`src/rtl/core/ftt_pkg.sv`:
```
// Shared types and constants for the frame task timer table.
// Holds opcodes, result kinds, sequencer states, the slot record and the evaluation result.
// No dependencies.
package ftt_pkg;

    localparam int NUM_SLOTS_DEF = 16;

    typedef enum logic [1:0] {
        OP_TICK    = 2'd0,
        OP_ADD_ABS = 2'd1,
        OP_ADD_DLY = 2'd2,
        OP_ADD_PER = 2'd3
    } t_op;

    typedef enum logic [2:0] {
        KIND_FIRED       = 3'd0,
        KIND_TICK_DONE   = 3'd1,
        KIND_ACCEPTED    = 3'd2,
        KIND_REJ_FULL    = 3'd3,
        KIND_REJ_ZERO    = 3'd4
    } t_kind;

    typedef enum logic [1:0] {
        ST_IDLE = 2'd0,
        ST_WALK = 2'd1,
        ST_DONE = 2'd2
    } t_state;

    // One timer slot as stored in the slot memory
    typedef struct packed {
        logic        oneshot;
        logic [31:0] deadline;
        logic [15:0] period;
        logic [15:0] phase;
        logic [15:0] occurrence;
        logic [15:0] remaining;
        logic        limited;
        logic [15:0] handle;
    } t_slot;

    // Verdict of the per-slot tick evaluation
    typedef struct packed {
        logic        fire;
        logic        free;
        logic        wr;
        logic [15:0] arg;
    } t_eval;

endpackage

```
`src/rtl/core/frame_task_timer_table_core.sv`:
```
// Frame task timer table: top level with control sequencer and result register.
// Depends on ftt_pkg, ftt_slot_mem and ftt_slot_eval.
//
// A table of NUM_SLOTS timer slots. An add beat (one-shot absolute, one-shot
// delay or periodic) takes the lowest free slot, or is rejected if none is free
// or a periodic period is zero, and answers with one result beat in the cycle
// after it is taken, so adds run at one per cycle while the output drains. A
// tick beat walks every slot in slot order through the slot memory, one slot a
// cycle unless a fired beat waits on a stalled output: the read of slot i
// overlaps the evaluation and write-back of slot i-1. It emits a fired beat per
// firing task and then a closing tick-done beat with last set; no further input
// beat is taken until that closing beat is issued. Slot occupancy lives in
// flip-flops cleared by reset; the slot records live in one memory that needs
// no clearing, since a record is only used once its slot has been filled.
module frame_task_timer_table_core #(
    parameter int NUM_SLOTS = ftt_pkg::NUM_SLOTS_DEF
) (
    input  logic        i_clk,
    input  logic        i_rst_n,
    // input channel
    input  logic        i_in_valid,
    output logic        o_in_stall,
    input  logic [1:0]  i_opcode,
    input  logic [31:0] i_frame_now,
    input  logic [31:0] i_target_frame,
    input  logic [15:0] i_period,
    input  logic [15:0] i_repeat_count,
    input  logic [15:0] i_task_handle,
    // result channel
    output logic        o_out_valid,
    input  logic        i_out_stall,
    output logic [2:0]  o_kind,
    output logic [15:0] o_fired_handle,
    output logic [15:0] o_fire_argument,
    output logic [3:0]  o_slot_index,
    output logic        o_last
);

    localparam int IDX_W = (NUM_SLOTS > 1) ? $clog2(NUM_SLOTS) : 1;
    localparam int CNT_W = $clog2(NUM_SLOTS + 1);

    // control state
    ftt_pkg::t_state        r_state, n_state;
    logic [NUM_SLOTS-1:0]   r_valid, n_valid;
    logic [CNT_W-1:0]       r_idx, n_idx;
    logic                   r_ev_valid, n_ev_valid;
    logic [IDX_W-1:0]       r_ev_idx, n_ev_idx;
    logic [31:0]            r_now, n_now;

    // result register
    logic                   r_out_valid, n_out_valid;
    ftt_pkg::t_kind         r_kind, n_kind;
    logic [15:0]            r_handle, n_handle;
    logic [15:0]            r_arg, n_arg;
    logic [3:0]             r_slot, n_slot;
    logic                   r_last, n_last;

    // sequencer outputs
    logic in_ready;
    logic walk_en;
    logic done_en;

    logic out_free;
    logic in_acc;
    logic walk_end;
    logic more;
    logic ev_go;

    // free slot search
    logic             free_found;
    logic [IDX_W-1:0] free_idx;

    // memory ports
    logic             mem_we;
    logic [IDX_W-1:0] mem_waddr;
    ftt_pkg::t_slot   mem_wdata;
    logic             mem_re;
    ftt_pkg::t_slot   mem_rdata;
    ftt_pkg::t_slot   new_entry;

    ftt_pkg::t_eval   ev_res;
    ftt_pkg::t_slot   ev_entry;

    logic [IDX_W+3:0] free_idx_wide;
    logic [IDX_W+3:0] ev_idx_wide;

    assign out_free = !r_out_valid || !i_out_stall;
    assign in_acc   = i_in_valid && !o_in_stall;
    assign more     = (r_idx < CNT_W'(NUM_SLOTS));
    assign walk_end = !more && !r_ev_valid;
    // evaluation stage moves on unless it has a beat to emit and nowhere to put it
    assign ev_go    = walk_en && (!r_ev_valid || !ev_res.fire || out_free);

    assign free_idx_wide = {4'd0, free_idx};
    assign ev_idx_wide   = {4'd0, r_ev_idx};

    // lowest free slot
    always_comb begin
        free_found = 1'b0;
        free_idx   = '0;
        for (int i = NUM_SLOTS - 1; i >= 0; i--) begin
            if (!r_valid[i]) begin
                free_found = 1'b1;
                free_idx   = IDX_W'(i);
            end
        end
    end

    // next state
    always_comb begin
        n_state = r_state;
        case (r_state)
            ftt_pkg::ST_IDLE: begin
                if (in_acc && (i_opcode == ftt_pkg::OP_TICK)) begin
                    n_state = ftt_pkg::ST_WALK;
                end
            end
            ftt_pkg::ST_WALK: begin
                if (walk_end) begin
                    n_state = ftt_pkg::ST_DONE;
                end
            end
            ftt_pkg::ST_DONE: begin
                if (out_free) begin
                    n_state = ftt_pkg::ST_IDLE;
                end
            end
            default: n_state = ftt_pkg::ST_IDLE;
        endcase
    end

    // sequencer outputs
    always_comb begin
        in_ready = 1'b0;
        walk_en  = 1'b0;
        done_en  = 1'b0;
        case (r_state)
            ftt_pkg::ST_IDLE: in_ready = 1'b1;
            ftt_pkg::ST_WALK: walk_en  = 1'b1;
            ftt_pkg::ST_DONE: done_en  = 1'b1;
            default: ;
        endcase
    end

    assign o_in_stall = !(in_ready && out_free);

    // record for a newly filled slot
    always_comb begin
        new_entry            = '0;
        new_entry.handle     = i_task_handle;
        if (i_opcode == ftt_pkg::OP_ADD_PER) begin
            new_entry.period    = i_period;
            new_entry.remaining = i_repeat_count;
            new_entry.limited   = (i_repeat_count != 16'd0);
        end else begin
            new_entry.oneshot  = 1'b1;
            new_entry.deadline = (i_opcode == ftt_pkg::OP_ADD_DLY)
                               ? (i_frame_now + i_target_frame) : i_target_frame;
        end
    end

    ftt_slot_eval u_eval (
        .i_entry (mem_rdata),
        .i_valid (r_valid[r_ev_idx]),
        .i_now   (r_now),
        .o_res   (ev_res),
        .o_entry (ev_entry)
    );

    // datapath and result register
    always_comb begin
        n_valid     = r_valid;
        n_idx       = r_idx;
        n_ev_valid  = r_ev_valid;
        n_ev_idx    = r_ev_idx;
        n_now       = r_now;
        n_out_valid = r_out_valid && i_out_stall;
        n_kind      = r_kind;
        n_handle    = r_handle;
        n_arg       = r_arg;
        n_slot      = r_slot;
        n_last      = r_last;
        mem_we      = 1'b0;
        mem_waddr   = r_ev_idx;
        mem_wdata   = ev_entry;
        mem_re      = 1'b0;

        if (in_acc) begin
            if (i_opcode == ftt_pkg::OP_TICK) begin
                // latch the frame and start the walk at slot 0
                n_now      = i_frame_now;
                n_idx      = '0;
                n_ev_valid = 1'b0;
            end else begin
                n_out_valid = 1'b1;
                n_handle    = i_task_handle;
                n_arg       = '0;
                n_slot      = '0;
                n_last      = 1'b1;
                if ((i_opcode == ftt_pkg::OP_ADD_PER) && (i_period == 16'd0)) begin
                    n_kind = ftt_pkg::KIND_REJ_ZERO;
                end else if (!free_found) begin
                    n_kind = ftt_pkg::KIND_REJ_FULL;
                end else begin
                    n_kind             = ftt_pkg::KIND_ACCEPTED;
                    n_slot             = free_idx_wide[3:0];
                    n_valid[free_idx]  = 1'b1;
                    mem_we             = 1'b1;
                    mem_waddr          = free_idx;
                    mem_wdata          = new_entry;
                end
            end
        end

        if (ev_go) begin
            // retire the slot under evaluation
            if (r_ev_valid) begin
                if (ev_res.fire) begin
                    n_out_valid = 1'b1;
                    n_kind      = ftt_pkg::KIND_FIRED;
                    n_handle    = mem_rdata.handle;
                    n_arg       = ev_res.arg;
                    n_slot      = ev_idx_wide[3:0];
                    n_last      = 1'b0;
                end
                if (ev_res.free) begin
                    n_valid[r_ev_idx] = 1'b0;
                end
                mem_we = ev_res.wr;
            end
            // advance the read one slot ahead
            if (more) begin
                mem_re     = 1'b1;
                n_ev_valid = 1'b1;
                n_ev_idx   = r_idx[IDX_W-1:0];
                n_idx      = r_idx + CNT_W'(1);
            end else begin
                n_ev_valid = 1'b0;
            end
        end

        if (done_en && out_free) begin
            n_out_valid = 1'b1;
            n_kind      = ftt_pkg::KIND_TICK_DONE;
            n_handle    = '0;
            n_arg       = '0;
            n_slot      = '0;
            n_last      = 1'b1;
        end
    end

    ftt_slot_mem #(
        .NUM_SLOTS (NUM_SLOTS),
        .ADDR_W    (IDX_W)
    ) u_mem (
        .i_clk   (i_clk),
        .i_we    (mem_we),
        .i_waddr (mem_waddr),
        .i_wdata (mem_wdata),
        .i_re    (mem_re),
        .i_raddr (r_idx[IDX_W-1:0]),
        .o_rdata (mem_rdata)
    );

    // control registers
    always_ff @(posedge i_clk) begin
        if (!i_rst_n) begin
            r_state     <= ftt_pkg::ST_IDLE;
            r_valid     <= '0;
            r_idx       <= '0;
            r_ev_valid  <= 1'b0;
            r_out_valid <= 1'b0;
        end else begin
            r_state     <= n_state;
            r_valid     <= n_valid;
            r_idx       <= n_idx;
            r_ev_valid  <= n_ev_valid;
            r_out_valid <= n_out_valid;
        end
    end

    // payload registers
    always_ff @(posedge i_clk) begin
        r_ev_idx <= n_ev_idx;
        r_now    <= n_now;
        r_kind   <= n_kind;
        r_handle <= n_handle;
        r_arg    <= n_arg;
        r_slot   <= n_slot;
        r_last   <= n_last;
    end

    assign o_out_valid     = r_out_valid;
    assign o_kind          = r_kind;
    assign o_fired_handle  = r_handle;
    assign o_fire_argument = r_arg;
    assign o_slot_index    = r_slot;
    assign o_last          = r_last;

endmodule

```
`src/rtl/core/ftt_slot_mem.sv`:
```
// Slot record memory: one write port, one read port, registered read data.
// Depends on ftt_pkg for the slot record type.
module ftt_slot_mem #(
    parameter int NUM_SLOTS = ftt_pkg::NUM_SLOTS_DEF,
    parameter int ADDR_W    = 4
) (
    input  logic                  i_clk,
    input  logic                  i_we,
    input  logic [ADDR_W-1:0]     i_waddr,
    input  ftt_pkg::t_slot        i_wdata,
    input  logic                  i_re,
    input  logic [ADDR_W-1:0]     i_raddr,
    output ftt_pkg::t_slot        o_rdata
);

    ftt_pkg::t_slot mem [NUM_SLOTS];
    ftt_pkg::t_slot r_rdata;

    always_ff @(posedge i_clk) begin
        if (i_we) begin
            mem[i_waddr] <= i_wdata;
        end
    end

    // hold read data until the next read
    always_ff @(posedge i_clk) begin
        if (i_re) begin
            r_rdata <= mem[i_raddr];
        end
    end

    assign o_rdata = r_rdata;

endmodule

```
`src/rtl/core/ftt_slot_eval.sv`:
```
// Tick evaluation of one slot: fire decision, freeing and updated record.
// Depends on ftt_pkg for the slot record and verdict types.
module ftt_slot_eval (
    input  ftt_pkg::t_slot i_entry,
    input  logic           i_valid,
    input  logic [31:0]    i_now,
    output ftt_pkg::t_eval o_res,
    output ftt_pkg::t_slot o_entry
);

    logic [15:0] phase_inc;
    logic [15:0] rem_dec;
    logic        per_fire;

    assign phase_inc = i_entry.phase + 16'd1;
    assign rem_dec   = i_entry.remaining - 16'd1;
    assign per_fire  = (i_entry.phase == 16'd0);

    always_comb begin
        o_entry   = i_entry;
        o_res     = '0;
        if (i_valid) begin
            if (i_entry.oneshot) begin
                o_res.fire = (i_entry.deadline <= i_now);
                o_res.free = o_res.fire;
            end else begin
                o_res.fire = per_fire;
                o_res.arg  = i_entry.occurrence;
                o_res.free = per_fire && i_entry.limited && (rem_dec == 16'd0);
                o_res.wr   = !o_res.free;
                if (per_fire) begin
                    o_entry.occurrence = i_entry.occurrence + 16'd1;
                    if (i_entry.limited) begin
                        o_entry.remaining = rem_dec;
                    end
                end
                // phase counts ticks modulo the period
                o_entry.phase = (phase_inc >= i_entry.period) ? 16'd0 : phase_inc;
            end
        end
    end

endmodule
```
`config.mk`:
```
export PLATFORM = sky130hd
export DESIGN_NAME = frame_task_timer_table_core
export DESIGN_NICKNAME = d
export VERILOG_FILES = /design/src/rtl/core/ftt_pkg.sv /design/src/rtl/core/frame_task_timer_table_core.sv /design/src/rtl/core/ftt_slot_mem.sv /design/src/rtl/core/ftt_slot_eval.sv
export SDC_FILE = /design/constraint.sdc
export NUM_CORES = 2
export LEC_CHECK = 0
export BUFFER_PORTS_ARGS = -buffer_cell sky130_fd_sc_hd__buf_2
export CORE_AREA = 2 2 524 526
export CTS_CLUSTER_SIZE = 30
export DETAILED_ROUTE_END_ITERATION = 8
export DIE_AREA = 0 0 526 528
export GPL_TIMING_DRIVEN = 0
export PLACE_DENSITY = 0.51
export SETUP_SLACK_MARGIN = 0.02
export SYNTH_ARGS = -nofsm -noshare
export SYNTH_HDL_FRONTEND = slang
export SYNTH_SLANG_ARGS = --single-unit
```
`constraint.sdc`:
```
create_clock -name i_clk -period 10.4 [get_ports i_clk]
set_input_delay 0.52 -clock i_clk [delete_from_list [all_inputs] [get_ports i_clk]]
set_output_delay 0.52 -clock i_clk [all_outputs]
set_load 0.02 [all_outputs]
```
# After elaboration in Yosys (flattened, before gate mapping)
# Memories as Yosys holds them, arrays and structs flattened. A register that Yosys moved wholly into a read port is not among the register bits.
# Index checks and enable logic that the tools add are counted.
[op_classes] mux=124 addsub=5 bitwise_logic=3 eq_ne=7 n_reduce_logical=34 magnitude_cmp=7
[ops] operator="$mux W114" count=4
[ops] operator="$mux W16" count=20
[ops] operator="$mux W4" count=27
[ops] operator="$mux W48" count=2
[ops] operator="$mux W32" count=2
[ops] operator="$logic_not A16 Y1" count=3
[ops] operator="$mux W1" count=47
[ops] operator="$mux W17" count=2
[ops] operator="$mux W33" count=1
[ops] operator="$add A16 B1 Y16 const B" count=2
[ops] operator="$add A32 B32 Y32" count=1
[ops] operator="$le A32 B32 Y1" count=1
[ops] operator="$mux W5" count=4
[ops] operator="$mux W19" count=1
[ops] operator="$mux W3" count=6
[ops] operator="$and A16 B16 Y16" count=1
[ops] operator="$ge A16 B16 Y1" count=1
[ops] operator="$not A16 Y16" count=1
[ops] operator="$or A16 B16 Y16" count=1
[ops] operator="$reduce_bool A16 Y1" count=1
[ops] operator="$sub A16 B1 Y16 const B" count=1
[ops] operator="$logic_and A1 B1 Y1" count=12
[ops] operator="$lt A4 B5 Y1 const B" count=2
[ops] operator="$demux W1 S4" count=2
[ops] operator="15 further kinds" count=35
[word_totals] in_bits=118 out_inout_bits=42 memories=1 ff_bits=101 ramBits=1824 word_cells=193
[mem_list] name="u_mem.mem" depth=16 width=114 read_ports=1 rd_clocked_by_memory_dff=1 write_ports=1 line_no="ftt_slot_mem.sv:16" source="ftt_pkg::t_slot mem [NUM_SLOTS];"

# Logic depth before layout (Yosys ltp)
[depth] word_depth=29 mapped_depth=16 depth_no_buf=15

# By module
# A second synthesis with hierarchy kept.
[unflattened] cells_unflattened=4273 area_unflattened_um2=82044.9
[modules_own_cells] mod="ftt_slot_mem" area_each_um2=71581.2 cells_each=2916 n_inst=1 seq_area_each_um2=58195.8
[modules_own_cells] mod="frame_task_timer_table_core" area_each_um2=7185.6 cells_each=889 n_inst=1 seq_area_each_um2=2382.3
[modules_own_cells] mod="ftt_slot_eval" area_each_um2=3278.1 cells_each=468 n_inst=1 seq_area_each_um2=0.0

# Worst setup path after synthesis
# Ideal clock, no wire load.
[synth_timing] path_kind="input-to-reg" start="input i_opcode[1]" end="memory u_mem.mem[14][0] (netlist name) (enable)" path_buffers=2 arrival_ps=9901 slack_ps=-228 t_required_ps=9673 setup_ps=727 stages=10 cell_sequence="clkbuf_1 > nor2_1 > or2_2 > buf_2 > nor2_2 > nand2_2 > nor3_2 > a21o_1 > nand2_1 > nor3_1"
[synth_via] elab_chain_len=9 word_cells_on_any_way=13 classes_between="eq/ne (1); mux (10); reduce/logical (2)"
[synth_lines] element="start: declaration" line_no="frame_task_timer_table_core.sv:23" source="input logic [1:0] i_opcode,"
[synth_lines] element="$eq A2 B2 Y1" line_no="frame_task_timer_table_core.sv:200" source="if ((i_opcode == ftt_pkg::OP_ADD_PER) && (i_period == 16'd0)) begin"
[synth_lines] element="$logic_and A1 B1 Y1" line_no="frame_task_timer_table_core.sv:200"
[synth_lines] element="$mux W1" line_no="frame_task_timer_table_core.sv:200"
[synth_lines] element="$mux W1" line_no="frame_task_timer_table_core.sv:189" source="if (i_opcode == ftt_pkg::OP_TICK) begin"
[synth_lines] element="$mux W1" line_no="frame_task_timer_table_core.sv:188" source="if (in_acc) begin"
[synth_lines] element="$mux W1" line_no="frame_task_timer_table_core.sv:217" source="if (r_ev_valid) begin"
[synth_lines] element="$mux W1" line_no="frame_task_timer_table_core.sv:215" source="if (ev_go) begin"
[synth_lines] element="$mux W1" line_no="ftt_slot_mem.sv:20" source="if (i_we) begin"
[synth_lines] element="$mux W1 (implied by the code)" line_no="ftt_slot_mem.sv:21" source="mem[i_waddr] <= i_wdata;"
[synth_lines] element="end: declaration" line_no="ftt_slot_mem.sv:16"
# Several ways; a longest one is shown, not always the timed one.

# Final worst setup path
[layout_timing] start="register, netlist name u_mem.o_rdata[94]" end="memory u_mem.mem[1][88] (netlist name) (enable)"
[layout_via] elab_chain_len=10
[layout_lines] element="$le A32 B32 Y1" line_no="ftt_slot_eval.sv:24" source="o_res.fire = (i_entry.deadline <= i_now);"
[layout_lines] element="$mux W2" line_no="ftt_slot_eval.sv:23" source="if (i_entry.oneshot) begin"
[layout_lines] element="$mux W19" line_no="ftt_slot_eval.sv:22" source="if (i_valid) begin"
[layout_lines] element="$logic_not A1 Y1" line_no="frame_task_timer_table_core.sv:92" source="assign ev_go = walk_en && (!r_ev_valid || !ev_res.fire || out_free);"
[layout_lines] element="$logic_or A1 B1 Y1 (2 in a row)" line_no="frame_task_timer_table_core.sv:92"
[layout_lines] element="$logic_and A1 B1 Y1" line_no="frame_task_timer_table_core.sv:92"
[layout_lines] element="$mux W1" line_no="frame_task_timer_table_core.sv:215"
[layout_lines] element="$mux W1" line_no="ftt_slot_mem.sv:20"
[layout_lines] element="$mux W1 (implied by the code)" line_no="ftt_slot_mem.sv:21"
# No other way between the ends.

==> results.json <==
{
  "status": "finished clean",
  "relSlewSlack": 0.0412,
  "setup_ws_ns": 4.05,
  "worstSetupPathType": "reg2reg",
  "finalWeightedCongestion": 0.793,
  "worstPathArrival_ns": 6.89,
  "setup_violations": 0,
  "pin_count": 160,
  "yosysWarnings": 0,
  "cp_slowest_cell": "o22ai_1",
  "num-nets-final": 4788,
  "cts_tree": "done",
  "portBuffers": 158,
  "swShare": 0.221,
  "start_util": 0.298,
  "drive_gt1_frac": 0.271,
  "power_mw": 17.7,
  "die_area_um2": 278000,
  "power_density_nw_per_um2": 181,
  "drt_iter0_drc": 4781,
  "finClkSkew_ns": 0.0455,
  "grt_pass1_vias": 43500,
  "drtAntennaViolNets": 0,
  "htreeDepth": 4,
  "rsz0062_at_grt": "false",
  "fin_crit_sh": 0.611,
  "vias_per_cell": 5.12,
  "wl_um": 239000,
  "clk_pin_slew_worst_paths_ns": 0.06,
  "syn_area_per_cell_um2": 20.6,
  "cts_root_buf": "clkbuf_16",
  "ir_drop_mv": 0.175,
  "drv_slew": 0,
  "tightest_slew_ns": 1.44,
  "drc": 0,
  "max_stage_delay_ns": 0.81,
  "drv_cap": 0,
  "ys_ff_latch": 2039,
  "reg2reg_to": "u_mem.mem[1][88]",
  "wl_per_cell_um": 28.6,
  "core_um2": 272000,
  "sequentialPowerShare": 0.523,
  "grt_max_degree": 27,
  "fmax_ghz": 0.157,
  "p_sw_mw": 3.91,
  "required_ns": 10.93,
  "post-dp-hpwl_um": 162000,
  "fin_crit_ns": 6.35,
  "whs_path_depth": 3,
  "synth_cells": 3951,
  "hp-start": "i_out_stall",
  "hold_class": "in2reg",
  "cp_common_cell": "buf_12",
  "antenna_found_initial": 14,
  "multi_input_area_um2": 19800,
  "critPathMaxFanout": 19,
  "synth_edf_count": 1974,
  "ys_async_sr_fraction": 0,
  "numCtsBuffers": 216,
  "n_fill_cell": 25200,
  "clockBufferDepth": 3,
  "seqCellArea_um2": 60600,
  "r2r_slack_ns": 4.05,
  "area_delta_synth_final_pct": 20.3,
  "finalHoldViolCount": 0,
  "r2r_start": "u_mem.o_rdata[94]",
  "worstHoldEndpoint": "o_out_valid",
  "yosysSeqAreaShare": 0.745,
  "grt_remaining_overflow": 0,
  "crit_chain": "ha_1 -> nand4_1 -> or2_1 -> nor3_1 -> o21ai_0 -> o2111a_1 -> o22ai_1 -> o21ai_2 -> o32ai_1 -> nand2_1 -> nor2_4 -> buf_12 -> buf_12 -> buf_12",
  "synth_area_um2": 81300,
  "cts.sinks": 2039,
  "synth.distinct_cells": 75,
  "end_kind": "flop",
  "synthFlopType": "edfxtp_1",
  "row_count": 192,
  "p_int_mw": 13.8,
  "start_kind": "flop",
  "num_vias": 42800,
  "post-route-util": 0.359,
  "grt_pass1_wl_um": 334000,
  "reg2reg_depth": 14,
  "p_leak_nw": 30.6,
  "die_y_um": 528,
  "syn_nets": 4155,
  "track_usage": 0.170,
  "clock_latency_ns": 0.86,
  "first_pass_iters": 7,
  "pre_cts_ws_ns": 3.66,
  "die_w_um": 526,
  "pwr-share-clk": 0.417,
  "comb_power_share": 0.060
}
cell usage after synthesis (all sizes together), types with 10 or more instances:
cell type | number | area share
edfxtp | 1974 | 0.73
mux4 | 575 | 0.16
nand2 | 197 | 0.0092
clkbuf | 136 | 0.0063
nor2 | 123 | 0.0058
o21ai | 101 | 0.0063
ha | 85 | 0.013
inv | 78 | 0.0036
a21oi | 73 | 0.0046
dfxtp | 65 | 0.016
nand3 | 61 | 0.0038
buf | 57 | 0.0032
a21o | 40 | 0.0037
xnor2 | 39 | 0.0042
nor3 | 37 | 0.0023
xor2 | 29 | 0.0031
nand4 | 26 | 0.0020
a31oi | 20 | 0.0015
nor4 | 18 | 0.0015
a311oi | 17 | 0.0018
and3 | 14 | 0.0012
nor2b | 14 | 0.0011
and2 | 13 | 0.0010
nand2b | 13 | 0.0010
a22o | 12 | 0.0013
a32o | 12 | 0.0015
o211ai | 12 | 0.0011
a221oi | 10 | 0.0011
cell type report:
class,instances,area share
Antenna cell,6,0.000154
Buffer,193,0.00804
Clock buffer,288,0.0587
Clock inverter,114,0.0100
Inverter,79,0.00303
Multi-Input combinational cell,1640,0.202
Sequential cell,2039,0.620
Tap cell,3589,0.0459
Timing Repair Buffer,415,0.0521
cells in the final DEF, fill, tap and decap left out, drive strengths merged, types with 17 or more instances in the layout:
cell type / Yosys / routed
inv: 78 / 87
a21o: 40 / 40
nor4: 18 / 18
a21oi: 73 / 73
dlygate4sd3: 0 / 48
buf: 57 / 423
o21ai: 101 / 101
dfxtp: 65 / 65
nand3: 61 / 61
xnor2: 39 / 39
clkinv: 1 / 87
nor3: 37 / 37
nand4: 26 / 26
nand2: 197 / 197
xor2: 29 / 29
a311oi: 17 / 17
ha: 85 / 85
clkbuf: 136 / 425
edfxtp: 1974 / 1974
nor2: 123 / 123
mux4: 575 / 575
a31oi: 20 / 20
timing repair:
action                    in CTS  in global routing
hold buffers                  48                  0
gates resized for setup        0                  0
hold endpoints to repair      48                  0
setup buffers                  0                  0
power by group through the flow:
| stage | sequential [mW] | combinational, mW | clock, mW |
|---|---|---|---|
| after global placement | 9.49 | 0.968 | 0 |
| after CTS | 9.27 | 1.06 | 7.54 |
| after detailed placement | 9.44 | 1.04 | 0 |
| final | 9.27 | 1.05 | 7.38 |
| after floorplan | 9.45 | 0.583 | 0 |
| after global routing | 9.27 | 1.14 | 7.84 |
flip-flops by register name, summed over array words and instances (netlist names):
name             count
r_now               32
r_ev_valid           1
o_slot_index         4
r_valid             16
o_out_valid          1
r_state              2
o_last               1
r_ev_idx             4
o_kind               3
r_idx                5
u_mem.o_rdata      114
o_fire_argument     16
u_mem.mem         1824
o_fired_handle      16
critical path: cells and delay by family, from the launching register on:
kind                     cells  cell delay (ns)
adder cells (fa/ha/maj)      1             0.34
AND/OR/NAND/NOR              5             1.98
flip-flops                   1             0.46
buffers and inverters        3             0.77
AO/OA/AOI/OAI                5             2.42
stage by stage:
step	instances	TNS [ns]	hold WS [ns]	instance area [um2]
after detailed placement	7903	0	0.425	90500
after global placement	7698	-	0.420	86600
after floorplan	3951	-89.40	0.406	81300
after global routing	8358	0	0.203	97700
after CTS	8353	0	0.136	97700
final	8363	0	0.216	97700
cells by family (layout without fill, tap and decap cells):
kind of cell	Yosys count	after routing	share of synthesized area
and+or+nand+nor	549	549	0.0319
other	0	6	0
muxes	577	577	0.160
buffers and inverters	272	1089	0.0131
xor gates and xnor gates	68	68	0.00733
AOI/OAI and AO/OA	360	360	0.0291
DFF	2039	2039	0.745
adders and majority gates	86	86	0.0133
metal layers:
| metal | wire length (um) | GRT usage |
|---|---|---|
| met1 | 103000 | 0.234 |
| met2 | 112000 | 0.267 |
| met3 | 18000 | 0.0406 |
| met4 | 6280 | 0.0481 |
| met5 | 0 | 0 |
worst max-delay path by stage:
stage	endpoint	from	cells past startpoint
global route	u_mem.mem[1][86]	u_mem.o_rdata[94]	14
floorplan	u_mem.mem[14][0]	i_opcode[1]	10
CTS	u_mem.mem[1][71]	u_mem.o_rdata[94]	14
finish	u_mem.mem[1][88]	u_mem.o_rdata[94]	14
detailed placement	u_mem.mem[12][66]	i_opcode[1]	13
global placement	u_mem.mem[12][70]	i_opcode[1]	9
Note: power is estimated with default switching activity, not from simulation.
